**config.mk**
```make
export PLATFORM = sky130hd
export DESIGN_NAME = forth_data_stack_alu_top
export DESIGN_NICKNAME = d
export VERILOG_FILES = /design/src/fdsa_pkg.sv /design/src/fdsa_div.sv /design/src/fdsa_alu.sv /design/src/forth_data_stack_alu_top.sv
export SDC_FILE = /design/constraint.sdc
export NUM_CORES = 2
export LEC_CHECK = 0
export BUFFER_PORTS_ARGS = -buffer_cell sky130_fd_sc_hd__buf_4
export CORE_MARGIN = 2
export CORE_UTILIZATION = 62
export DETAILED_ROUTE_END_ITERATION = 12
export PLACE_DENSITY_LB_ADDON = 0.05
export SYNTH_ARGS = -nofsm -noshare
export SYNTH_HDL_FRONTEND = slang
export SYNTH_SLANG_ARGS = --single-unit
```
**constraint.sdc**
```tcl
create_clock -name clk -period 8.2 [get_ports clk]
set_clock_uncertainty 0.1 [all_clocks]
set_input_delay 1.64 -clock clk [delete_from_list [all_inputs] [get_ports clk]]
set_output_delay 1.64 -clock clk [all_outputs]
set_load 0.02 [all_outputs]
```
**src/fdsa_pkg.sv**
```systemverilog
// Package with shared types, opcodes and constants for the Forth data stack ALU.
package fdsa_pkg;

	localparam int StackDepthDefault = 64;

	typedef enum logic [4:0] {
		OP_PUSH  = 5'd0,
		OP_ADD   = 5'd1,
		OP_SUB   = 5'd2,
		OP_MUL   = 5'd3,
		OP_DIV   = 5'd4,
		OP_MOD   = 5'd5,
		OP_NEG   = 5'd6,
		OP_GT    = 5'd7,
		OP_GE    = 5'd8,
		OP_LT    = 5'd9,
		OP_LE    = 5'd10,
		OP_EQ    = 5'd11,
		OP_NE    = 5'd12,
		OP_AND   = 5'd13,
		OP_OR    = 5'd14,
		OP_NOT   = 5'd15,
		OP_DUP   = 5'd16,
		OP_DROP  = 5'd17,
		OP_SWAP  = 5'd18,
		OP_ROT   = 5'd19,
		OP_PRINT = 5'd20
	} op_t;

	typedef enum logic [1:0] {
		ST_OK    = 2'd0,
		ST_UNDER = 2'd1,
		ST_OVER  = 2'd2,
		ST_DIVZ  = 2'd3
	} status_t;

	typedef struct packed {
		logic [4:0]         op;
		logic signed [31:0] literal;
	} in_beat_t;

	typedef struct packed {
		logic signed [31:0] top_value;
		logic [6:0]         depth;
		logic [1:0]         status;
		logic               print_valid;
		logic signed [31:0] print_value;
	} out_beat_t;

	// Divider handshake between the sequencer and the divide unit.
	typedef struct packed {
		logic start;
		logic is_mod;
	} div_ctl_t;

endpackage

```
**src/fdsa_div.sv**
```systemverilog
// Iterative signed 32-bit divider, one quotient bit per cycle.
module fdsa_div import fdsa_pkg::*; (
	input  logic        clk,
	input  logic        arst_n,
	input  div_ctl_t    ctl,
	input  logic [31:0] a,
	input  logic [31:0] b,
	output logic        done,
	output logic [31:0] result
);
	logic [31:0] quo_q, rem_q, div_q;
	logic [5:0]  cnt_q;
	logic        busy_q, neg_q, mod_q;
	logic [32:0] trial;

	assign trial = {rem_q, quo_q[31]} - {1'b0, div_q};

	always_ff @(posedge clk or negedge arst_n) begin
		if (!arst_n) begin
			busy_q <= 1'b0;
			done   <= 1'b0;
			cnt_q  <= '0;
		end else begin
			done <= 1'b0;
			if (ctl.start) begin
				busy_q <= 1'b1;
				cnt_q  <= 6'd32;
			end else if (busy_q) begin
				cnt_q <= cnt_q - 6'd1;
				if (cnt_q == 6'd1) begin
					busy_q <= 1'b0;
					done   <= 1'b1;
				end
			end
		end
	end

	always_ff @(posedge clk) begin
		if (ctl.start) begin
			quo_q <= a[31] ? 32'd0 - a : a;
			div_q <= b[31] ? 32'd0 - b : b;
			rem_q <= '0;
			mod_q <= ctl.is_mod;
			neg_q <= ctl.is_mod ? a[31] : (a[31] ^ b[31]);
		end else if (busy_q) begin
			if (!trial[32]) begin
				rem_q <= trial[31:0];
				quo_q <= {quo_q[30:0], 1'b1};
			end else begin
				rem_q <= {rem_q[30:0], quo_q[31]};
				quo_q <= {quo_q[30:0], 1'b0};
			end
		end
	end

	logic [31:0] mag_res;
	assign mag_res = mod_q ? rem_q : quo_q;
	assign result  = neg_q ? 32'd0 - mag_res : mag_res;
endmodule

```
**src/fdsa_alu.sv**
```systemverilog
// Combinational ALU for add, sub, the compares, and, or, neg and not.
module fdsa_alu import fdsa_pkg::*; (
	input  logic [4:0]  op,
	input  logic [31:0] a,
	input  logic [31:0] b,
	output logic [31:0] r
);
	logic gt_ab, gt_ba;
	assign gt_ab = $signed(a) > $signed(b);
	assign gt_ba = $signed(b) > $signed(a);

	always_comb begin
		r = '0;
		unique case (op)
			OP_ADD:  r = a + b;
			OP_SUB:  r = a - b;
			OP_GT:   r = {31'd0, gt_ab};
			OP_GE:   r = {31'd0, !gt_ba};
			OP_LT:   r = {31'd0, gt_ba};
			OP_LE:   r = {31'd0, !gt_ab};
			OP_EQ:   r = {31'd0, a == b};
			OP_NE:   r = {31'd0, a != b};
			OP_AND:  r = {31'd0, (a != 0) && (b != 0)};
			OP_OR:   r = {31'd0, (a != 0) || (b != 0)};
			OP_NEG:  r = 32'd0 - b;
			OP_NOT:  r = {31'd0, b == 0};
			default: r = '0;
		endcase
	end
endmodule

```
**src/forth_data_stack_alu_top.sv**
```systemverilog
// Top level of the Forth data stack with integer ALU.
//
//   Channel | Direction | Handshake           | Payload
//   in      | input     | in_valid/in_ready   | in_beat_t  (op, literal)
//   out     | output    | out_valid/out_ready | out_beat_t (top, depth, status, print)
//
// The top three stack words live in registers (t0_q, t1_q, t2_q); the deeper
// entries live in a synchronous memory with a registered read port.
// Every beat passes S_EXEC and waits in S_DONE until the output register is
// free. Push, dup, neg, not, swap, rot, unused codes and faulting ops go from
// S_EXEC straight to S_DONE. Drop, print and the other two-operand ops pass
// S_FILL, which refills t2 from the memory. Multiply first passes S_MUL
// (registered product); div and mod wait in S_DIV for the divider's 32 steps.
// Reset clears the count, the output register and the state machine; the
// memory is not cleared. One beat is processed at a time and a new beat is
// taken the cycle after a result is posted; a result that waits at the output
// lets the next beat run and holds it in its last cycle until the output frees.
module forth_data_stack_alu_top import fdsa_pkg::*; #(
	parameter int STACK_DEPTH = StackDepthDefault
) (
	input  logic      clk,
	input  logic      arst_n,
	input  logic      in_valid,
	output logic      in_ready,
	input  in_beat_t  in_data,
	output logic      out_valid,
	input  logic      out_ready,
	output out_beat_t out_data
);
	localparam int CW = $clog2(STACK_DEPTH + 1);
	localparam int AW = (STACK_DEPTH > 4) ? $clog2(STACK_DEPTH - 3) : 1;
	localparam int MEMD = (STACK_DEPTH > 3) ? STACK_DEPTH - 3 : 1;

	typedef enum logic [5:0] {
		S_IDLE = 6'b000001,
		S_EXEC = 6'b000010,
		S_MUL  = 6'b000100,
		S_DIV  = 6'b001000,
		S_FILL = 6'b010000,
		S_DONE = 6'b100000
	} state_t;

	state_t      state_q;
	logic [4:0]  op_q;
	logic [31:0] lit_q;
	logic [31:0] t0_q, t1_q, t2_q;
	logic [CW-1:0] cnt_q;
	logic [31:0] mem [MEMD];
	logic [31:0] rd_q;
	logic        we;
	logic [AW-1:0] waddr, raddr;
	logic [31:0] wdata;
	logic [31:0] prod_q, alu_r, div_r;
	logic        div_done;
	div_ctl_t    dctl;
	logic        pv_q;
	logic [31:0] pval_q;
	logic [1:0]  st_q;
	status_t     st_next;
	logic        fire_out;

	// Memory entry i holds stack word i (bottom = 0); index is count-4 for
	// the word below t2.
	always_ff @(posedge clk) begin
		if (we) mem[waddr] <= wdata;
		rd_q <= mem[raddr];
	end

	fdsa_alu u_alu (.op(op_q), .a(t1_q), .b(t0_q), .r(alu_r));
	fdsa_div u_div (.clk(clk), .arst_n(arst_n), .ctl(dctl), .a(t1_q), .b(t0_q),
		.done(div_done), .result(div_r));

	logic [1:0] need;
	always_comb begin
		need = 2'd0;
		unique case (op_q)
			OP_NEG, OP_NOT, OP_DUP, OP_DROP, OP_PRINT: need = 2'd1;
			OP_ADD, OP_SUB, OP_MUL, OP_DIV, OP_MOD, OP_GT, OP_GE, OP_LT, OP_LE,
			OP_EQ, OP_NE, OP_AND, OP_OR, OP_SWAP: need = 2'd2;
			OP_ROT: need = 2'd3;
			default: need = 2'd0;
		endcase
	end

	logic pop1, push1;
	assign pop1 = (op_q == OP_DROP) || (op_q == OP_PRINT) ||
		((op_q >= OP_ADD) && (op_q <= OP_OR) && (op_q != OP_NEG));
	assign push1 = (op_q == OP_PUSH) || (op_q == OP_DUP);

	// Spill t2 on push, read word below t2 on pop.
	logic [CW-1:0] cm3, cm4;
	assign cm3 = cnt_q - CW'(3);
	assign cm4 = cnt_q - CW'(4);
	assign waddr = cm3[AW-1:0];
	assign raddr = cm4[AW-1:0];
	assign wdata = t2_q;
	assign we = (state_q == S_EXEC) && push1 && (cnt_q >= CW'(3)) &&
		(cnt_q < CW'(STACK_DEPTH)) && (st_next == ST_OK);

	always_comb begin
		if (op_q > OP_PRINT) st_next = ST_OK;
		else if (cnt_q < CW'(need)) st_next = ST_UNDER;
		else if (push1 && cnt_q >= CW'(STACK_DEPTH)) st_next = ST_OVER;
		else if ((op_q == OP_DIV || op_q == OP_MOD) && t0_q == 32'd0) st_next = ST_DIVZ;
		else st_next = ST_OK;
	end

	assign dctl.start  = (state_q == S_EXEC) && (st_next == ST_OK) &&
		(op_q == OP_DIV || op_q == OP_MOD);
	assign dctl.is_mod = (op_q == OP_MOD);

	// The finished beat moves into the output register once it is free.
	assign fire_out = (state_q == S_DONE) && (!out_valid || out_ready);
	assign in_ready = (state_q == S_IDLE);

	always_ff @(posedge clk) begin
		if (state_q == S_IDLE && in_valid && in_ready) begin
			op_q  <= in_data.op;
			lit_q <= in_data.literal;
		end
		prod_q <= t1_q * t0_q;
	end

	// Steps the state machine, keeps the stack count and loads the output register.
	always_ff @(posedge clk or negedge arst_n) begin
		if (!arst_n) begin
			state_q   <= S_IDLE;
			cnt_q     <= '0;
			out_valid <= 1'b0;
			out_data  <= '0;
			st_q      <= ST_OK;
			pv_q      <= 1'b0;
		end else begin
			out_valid <= fire_out || (out_valid && !out_ready);
			if (fire_out) begin
				out_data.top_value   <= (cnt_q != '0) ? t0_q : 32'd0;
				out_data.depth       <= 7'(cnt_q);
				out_data.status      <= st_q;
				out_data.print_valid <= pv_q;
				out_data.print_value <= pv_q ? pval_q : 32'd0;
			end
			unique case (state_q)
				S_IDLE: if (in_valid && in_ready) state_q <= S_EXEC;
				S_EXEC: begin
					st_q <= st_next;
					pv_q <= 1'b0;
					if (st_next != ST_OK || op_q > OP_PRINT) state_q <= S_DONE;
					else begin
						priority case (1'b1)
							push1: begin
								cnt_q <= cnt_q + CW'(1);
								state_q <= S_DONE;
							end
							op_q == OP_MUL: state_q <= S_MUL;
							op_q == OP_DIV || op_q == OP_MOD: state_q <= S_DIV;
							pop1: begin
								if (op_q == OP_PRINT) pv_q <= 1'b1;
								state_q <= S_FILL;
							end
							default: state_q <= S_DONE;
						endcase
					end
				end
				S_MUL: state_q <= S_FILL;
				S_DIV: if (div_done) state_q <= S_FILL;
				S_FILL: begin
					cnt_q <= cnt_q - CW'(1);
					state_q <= S_DONE;
				end
				S_DONE: if (fire_out) state_q <= S_IDLE;
				default: state_q <= S_IDLE;
			endcase
		end
	end

	// Stack top registers.
	always_ff @(posedge clk) begin
		if (state_q == S_EXEC && st_next == ST_OK && op_q <= OP_PRINT) begin
			unique case (op_q)
				OP_PUSH, OP_DUP: begin
					t0_q <= (op_q == OP_PUSH) ? lit_q : t0_q;
					t1_q <= t0_q;
					t2_q <= t1_q;
				end
				OP_NEG, OP_NOT: t0_q <= alu_r;
				OP_SWAP: begin
					t0_q <= t1_q;
					t1_q <= t0_q;
				end
				OP_ROT: begin
					t0_q <= t2_q;
					t1_q <= t0_q;
					t2_q <= t1_q;
				end
				OP_DROP, OP_PRINT: begin
					pval_q <= t0_q;
					t0_q <= t1_q;
				end
				OP_MUL, OP_DIV, OP_MOD: ;
				default: t0_q <= alu_r;
			endcase
		end else if (state_q == S_FILL) begin
			if (op_q == OP_MUL) t0_q <= prod_q;
			else if (op_q == OP_DIV || op_q == OP_MOD) t0_q <= div_r;
			t1_q <= t2_q;
			t2_q <= rd_q;
		end
	end
endmodule

```
After elaboration in Yosys (flattened, before gate mapping)
Memories as Yosys holds them, arrays and structs flattened. A register that Yosys moved wholly into a read port is not among the register bits.
Index checks and enable logic that the tools add are counted.
{"block": "word_totals", "memories": 2, "ramBits": 1952, "out_inout_bits": 76, "register_bits": 394, "in_bits": 41, "rom_bits": 64}
{"memory": "mem", "words": 61, "width": 32, "rd": 1, "rd_ports_with_merged_regs": 1, "write_ports": 1, "line_no": "forth_data_stack_alu_top.sv:48", "source": "logic [31:0] mem [MEMD];"}
{"memory": "(no name shown)", "words": 32, "width": 2, "rd": 1, "rd_ports_with_merged_regs": 1, "write_ports": 0, "line_no": "forth_data_stack_alu_top.sv:76", "source": "unique case (op_q)"}
{"block": "classes", "n_lt_le_gt_ge": 10, "eq_ne": 39, "reduce_logical": 51, "bitwise": 1, "add_sub_neg": 11, "n_mux": 57, "mul": 1}
{"operator": "$mux 32", "count": 19}
{"operator": "$pmux 32 s12", "count": 1}
{"operator": "$pmux 32 s4", "count": 1}
{"operator": "$sub 1x32->32 const A", "count": 3}
{"operator": "$gt 32x32->1", "count": 2}
{"operator": "$reduce_bool 32->1", "count": 2}
{"operator": "$mux 6", "count": 10}
{"operator": "$eq 5x4->1 const B", "count": 8}
{"operator": "$pmux 6 s6", "count": 1}
{"operator": "$sub 33x32->33", "count": 1}
{"operator": "$add 32x32->32", "count": 1}
{"operator": "$eq 32x32->1", "count": 1}
{"operator": "$logic_not 32->1", "count": 1}
{"operator": "$mul 32x32->32", "count": 1}
{"operator": "$ne 32x32->1", "count": 1}
{"operator": "$sub 32x32->32", "count": 1}
{"operator": "$mux 31", "count": 1}
{"operator": "$eq 5x5->1 const B", "count": 5}
{"operator": "$eq 5x3->1 const B", "count": 4}
{"operator": "$logic_and 1x1->1", "count": 16}
{"operator": "$mux 1", "count": 16}
{"operator": "$mux 7", "count": 2}
{"operator": "$pmux 7 s2", "count": 1}
{"operator": "$eq 6x1->1 const B", "count": 2}
{"operator": "40 further kinds", "count": 69}

Logic depth before layout (Yosys ltp)
{"block": "depth", "word_depth": 12, "ltp_mapped": 28, "ltp_nobuf": 26}

Modules after synthesis
A second synthesis with hierarchy kept.
{"block": "hier_totals", "cells_unflattened": 7639, "area_unflattened_um2": 116705.7}
{"module": "forth_data_stack_alu_top", "cells_per_inst": 5771, "area_each_um2": 102644.7, "seq_area_each_um2": 67170.7, "n_inst": 1}
{"module": "fdsa_div", "cells_per_inst": 1074, "area_each_um2": 8876.0, "seq_area_each_um2": 2822.7, "n_inst": 1}
{"module": "fdsa_alu", "cells_per_inst": 794, "area_each_um2": 5185.0, "seq_area_each_um2": 0.0, "n_inst": 1}

Least setup slack after synthesis
Ideal clock, no wire load.
{"block": "synth_path", "path_type": "register -> register", "from": "register t0_q[5]", "to": "register prod_q[27]", "path_stages_with_launch": 26, "arrival_ns": 7.048, "path_buffers": 2, "slack_ns": 0.973, "setup_time_ns": 0.079, "cell_sequence": "edfxtp_1 > clkbuf_1 > inv_1 > clkbuf_1 > nor2_1 > fa_1 > fa_1 > fa_1 > inv_1 > fa_1 > inv_1 > fa_1 > inv_1 > fa_1 > inv_1 > fa_1 > fa_1 > ha_1 > a21o_1 > a21oi_1 > o21ai_0 > o31ai_1 > a21boi_1 > o21a_1 > or4_1 > o211ai_1"}
{"block": "synth_between", "elab_chain_len": 1}
{"element": "start, declared", "line_no": "forth_data_stack_alu_top.sv:46", "source": "logic [31:0] t0_q, t1_q, t2_q;"}
{"element": "start signal, assigned", "line_no": "forth_data_stack_alu_top.sv:181", "source": "t0_q <= (op_q == OP_PUSH) ? lit_q : t0_q;"}
{"element": "start signal, assigned", "line_no": "forth_data_stack_alu_top.sv:185", "source": "OP_NEG, OP_NOT: t0_q <= alu_r;"}
{"element": "start signal, assigned", "line_no": "forth_data_stack_alu_top.sv:187", "source": "t0_q <= t1_q;"}
{"element": "$mul 32x32->32", "line_no": "forth_data_stack_alu_top.sv:121", "source": "prod_q <= t1_q * t0_q;"}
{"element": "end signal, assigned", "line_no": "forth_data_stack_alu_top.sv:121"}
{"element": "end, declared", "line_no": "forth_data_stack_alu_top.sv:53", "source": "logic [31:0] prod_q, alu_r, div_r;"}
Every way passes these cells.
A chain may end at the register's enable or synchronous reset.

Worst setup path in the final report
{"block": "layout_path", "from": "register t0_q[4]", "to": "register prod_q[28]"}
The elaborated chain is that of the path after synthesis.

==> results.yml <==
worst_hold_path:
  worstHoldPathType: "reg -> reg"
  hold_path_end: "out_data[44]"
  hp-start: "out_data[44]"
  hold_depth: 2
worst_setup_path:
  slowest_delay_ns: 0.57
  startpoint_type: "flop"
  criticalPathCategory: "reg -> reg"
  arrival_ns: 8.29
  crit_chain: "inv_1 > buf_4 > nor2_1 > fa_1 > inv_1 > fa_1 > fa_1 > fa_1 > inv_1 > fa_1 > fa_1 > fa_1 > fa_1 > ha_1 > and3_1 > and4_1 > a211oi_1 > o21ai_0 > nand4_1 > a41oi_1 > o21bai_1 > a21oi_1 > xor2_1"
  crit_buf_inv: 4
  rr_endpoint: "prod_q[28]"
  path_max_fanout: 15
  r2r-start: "t0_q[4]"
  r2r_slack_ns: 0.54
  worstPathRequired_ns: 8.83
  cp_common_cell: "fa_1"
  crit_family: "adder cells"
  cp_slowest_cell: "fa_1"
  endpoint_kind: "flop"
  r2r_cells: 23
floorplanning:
  die_area_sq_um: 189000
  start_util_pct: 62.2
  fp.dieW_um: 435
  coreArea_sq_um: 185000
  die_h_um: 435
  io_pins: 117
  rows: 158
placed_design:
  numPortBuffers: 116
  placed_cells: 9852
  hpwl_um: 226000
  place_congestion: 1.05
  placed_area_sq_um: 120000
grt:
  antenna_found_initial: 21
  gr-total-overflow: 0
  use_met2_pct: 59.3
  grt_max_degree: 138
  busiest_layer: "met2"
  grt_pass1_vias: 69852
  use_met1_pct: 50.1
  groute.usage.overall_pct: 37.9
  grtUsageMet3_pct: 7.17
  grt_pass1_wl_um: 502000
synthesis:
  yosys_warnings: 0
  syn_inst: 7392
  syn_avg_cell_area_sq_um: 15.6
  synth_async_sr_flop_share_pct: 4.16
  yosysSeqAreaShare_pct: 60.9
  syn_nets: 8109
  ys_types: 101
  netlist_area_sq_um: 115000
  synth_flop_cell: "edfxtp_1"
  synth_edf_count: 2183
  synth_seq_cells: 2380
sta:
  slew_headroom_pct: 3.62
  max_freq_mhz: 131
  worst_pin_slew_ns: 1.45
  period_minus_slack_ns: 7.66
  setup_tns_ns: 0
  setup_viol: 0
  rsz0062_at_grt: "false"
  drv_slew: 0
  final_hold_viol_count: 0
  min_period_over_period_pct: 93.4
power:
  peakVddDrop_mv: 1.88
  power.total_w: 0.0578
  powerDensity_nw_per_um2: 454
  p_leak_nw: 45.3
detailed_routing:
  via_per_inst: 6.67
  drt-pass1-iter-count: 10
  ant_nets: 0
  vias: 68644
  finalWirelength_um: 349000
  wl_per_cell_um: 33.9
  first_iter_violations: 8344
  drc: 0
finish:
  syn2layout_area_growth_pct: 10.8
  fin_area_sq_um: 127000
  nets: 8317
  drive_gt1_share_pct: 19.5
  nFillCells: 12242
  fin_util_pct: 68.9
  finalNonFillerCells: 10290
clock_network:
  cts_hold_buf: 0
  cts_setup_buffers: 0
  cts_tree: "yes"
  cts_sinks: 2380
  path_clk_slew_ns: 0.06
  cts_resized: 0
  cts_buffers: 226
  clockRootBuffer: "clkbuf_16"
  clk_path_buf_depth: 3
  cts-htree-levels: 4
  insertion_delay_ns: 0.89
status:
  status: "finished, final reports clean"
run:
  timing.max_cap.violations: 0
[layout make-up]
class | instances | area (sq um) | area share [%]
Sequential cell | 2380 | 70000 | 54.9
Multi-Input combinational cell | 4059 | 41900 | 32.9
Clock buffer | 275 | 5880 | 4.61
Tap cell | 2480 | 3100 | 2.43
Timing Repair Buffer | 389 | 3050 | 2.39
Inverter | 544 | 2040 | 1.60
Clock inverter | 148 | 1410 | 1.10
Antenna cell | 15 | 37.5 | 0.0295
[synthesized netlist by cell type (38+ instances only)]
master    instances  share of area (%)
a21o_1           50               0.33
a211oi_1         60               0.39
mux2i_1          60               0.52
dfrtp_1          98                2.1
xnor2_1         211                1.6
ha_1            264                2.9
buf_1            83               0.27
xor2_1           38               0.29
nor3_1           58               0.25
edfxtp_1       2183                 57
mux4_2          640                 13
o21ai_0         223               0.97
nand2_1         603                2.0
a21oi_1         195               0.85
inv_1           523                1.7
nor2_1          577                1.9
dfxtp_1          98                1.7
clkbuf_1        296               0.97
o21ai_1          60               0.26
nand3_1          58               0.25
fa_1            412                7.2
[worst register-to-register path, stage by stage, from the launching register on]
cell and delay (ns):
edfxtp_1 0.42, inv_1 0.46, buf_4 0.28, nor2_1 0.07
fa_1 0.49, inv_1 0.05, fa_1 0.49, fa_1 0.44
fa_1 0.57, inv_1 0.06, fa_1 0.48, fa_1 0.56
fa_1 0.42, fa_1 0.45, ha_1 0.34, and3_1 0.22
and4_1 0.21, a211oi_1 0.26, o21ai_0 0.25, nand4_1 0.18
a41oi_1 0.25, o21bai_1 0.21, a21oi_1 0.10, xor2_1 0.16
[through the flow]
| step | hold slack, ns | setup slack [ns] |
|---|---|---|
| final | 0.381 | 0.540 |
| after floorplan | 0.335 | 0.973 |
| after global routing | 0.398 | 0.179 |
| after CTS | 0.385 | 0.604 |
| after detailed placement | 0.372 | 0.642 |
| after global placement | 0.363 | 0.757 |
[cells in the final DEF (no fill, tap or decap), types with 19 or more instances in the layout]
cell type and count:
o21a_1 27, o21bai_1 23, o31ai_1 28, nor2b_1 25
a21o_1 50, a222oi_1 31, xnor2_1 210, dfrtp_1 94
clkbuf_1 46, mux2_2 19, or3_1 28, nor2_1 513
nand2b_1 33, mux2i_1 60, o211ai_1 33, o21ai_1 60
ha_1 263, inv_1 523, nor2_4 63, nor3_1 55
a211oi_1 60, mux4_2 640, nand3_1 58, a21oi_1 194
dfxtp_1 98, nand2_1 602, clkbuf_16 227, xor2_1 37
fa_1 412, clkinv_2 53, edfxtp_1 2183, clkinv_1 55
o21ai_0 223, buf_4 379
[sequential cells by signal (all words and copies together), names as in the netlist, 2 cells and up]
register     cells
mem           1952
out_data        74
lit_q           32
prod_q          32
pval_q          32
rd_q            32
t0_q            32
t1_q            32
t2_q            32
u_div.div_q     32
u_div.quo_q     32
u_div.rem_q     32
cnt_q            7
state_q          6
u_div.cnt_q      6
op_q             5
need             2
st_q             2
[metal layers]
metal	share of wire, %	vias up	routed length, um
li1	-	28129	-
met1	36	35386	126000
met2	47	4172	164000
met3	9.6	949	33500
met4	7.2	8	25100
met5	0.015	-	54
[how the worst max path moves through the flow]
stage,start,endpoint,slack [ns],depth (start not counted)
6_report,t0_q[4],prod_q[28],0.54,23
5_1_grt,t0_q[2],prod_q[28],0.18,24
4_1_cts,t0_q[6],prod_q[28],0.60,23
3_5_place_dp,t0_q[6],prod_q[28],0.64,23
3_3_place_gp,t0_q[2],prod_q[27],0.76,24
2_1_floorplan,t0_q[5],prod_q[27],0.97,25
[cell families after synthesis]
kind of cell	count (synthesis)	synth area share, %
xor gates and xnor gates	249	1.90
AOI/OAI and AO/OA	888	5.01
muxes	720	13.3
DFF	2380	60.9
and+or+nand+nor	1526	5.74
buffers and inverters	953	3.18
adders and majority gates	676	10.0
[where the power goes]
group          internal (W)  switching, W  total [W]
clock network       0.00562       0.00466     0.0103
registers            0.0145      0.000849     0.0154
logic                0.0137        0.0185     0.0322
total                0.0338        0.0240     0.0578
No activity file was read; power rests on OpenSTA's default activity.
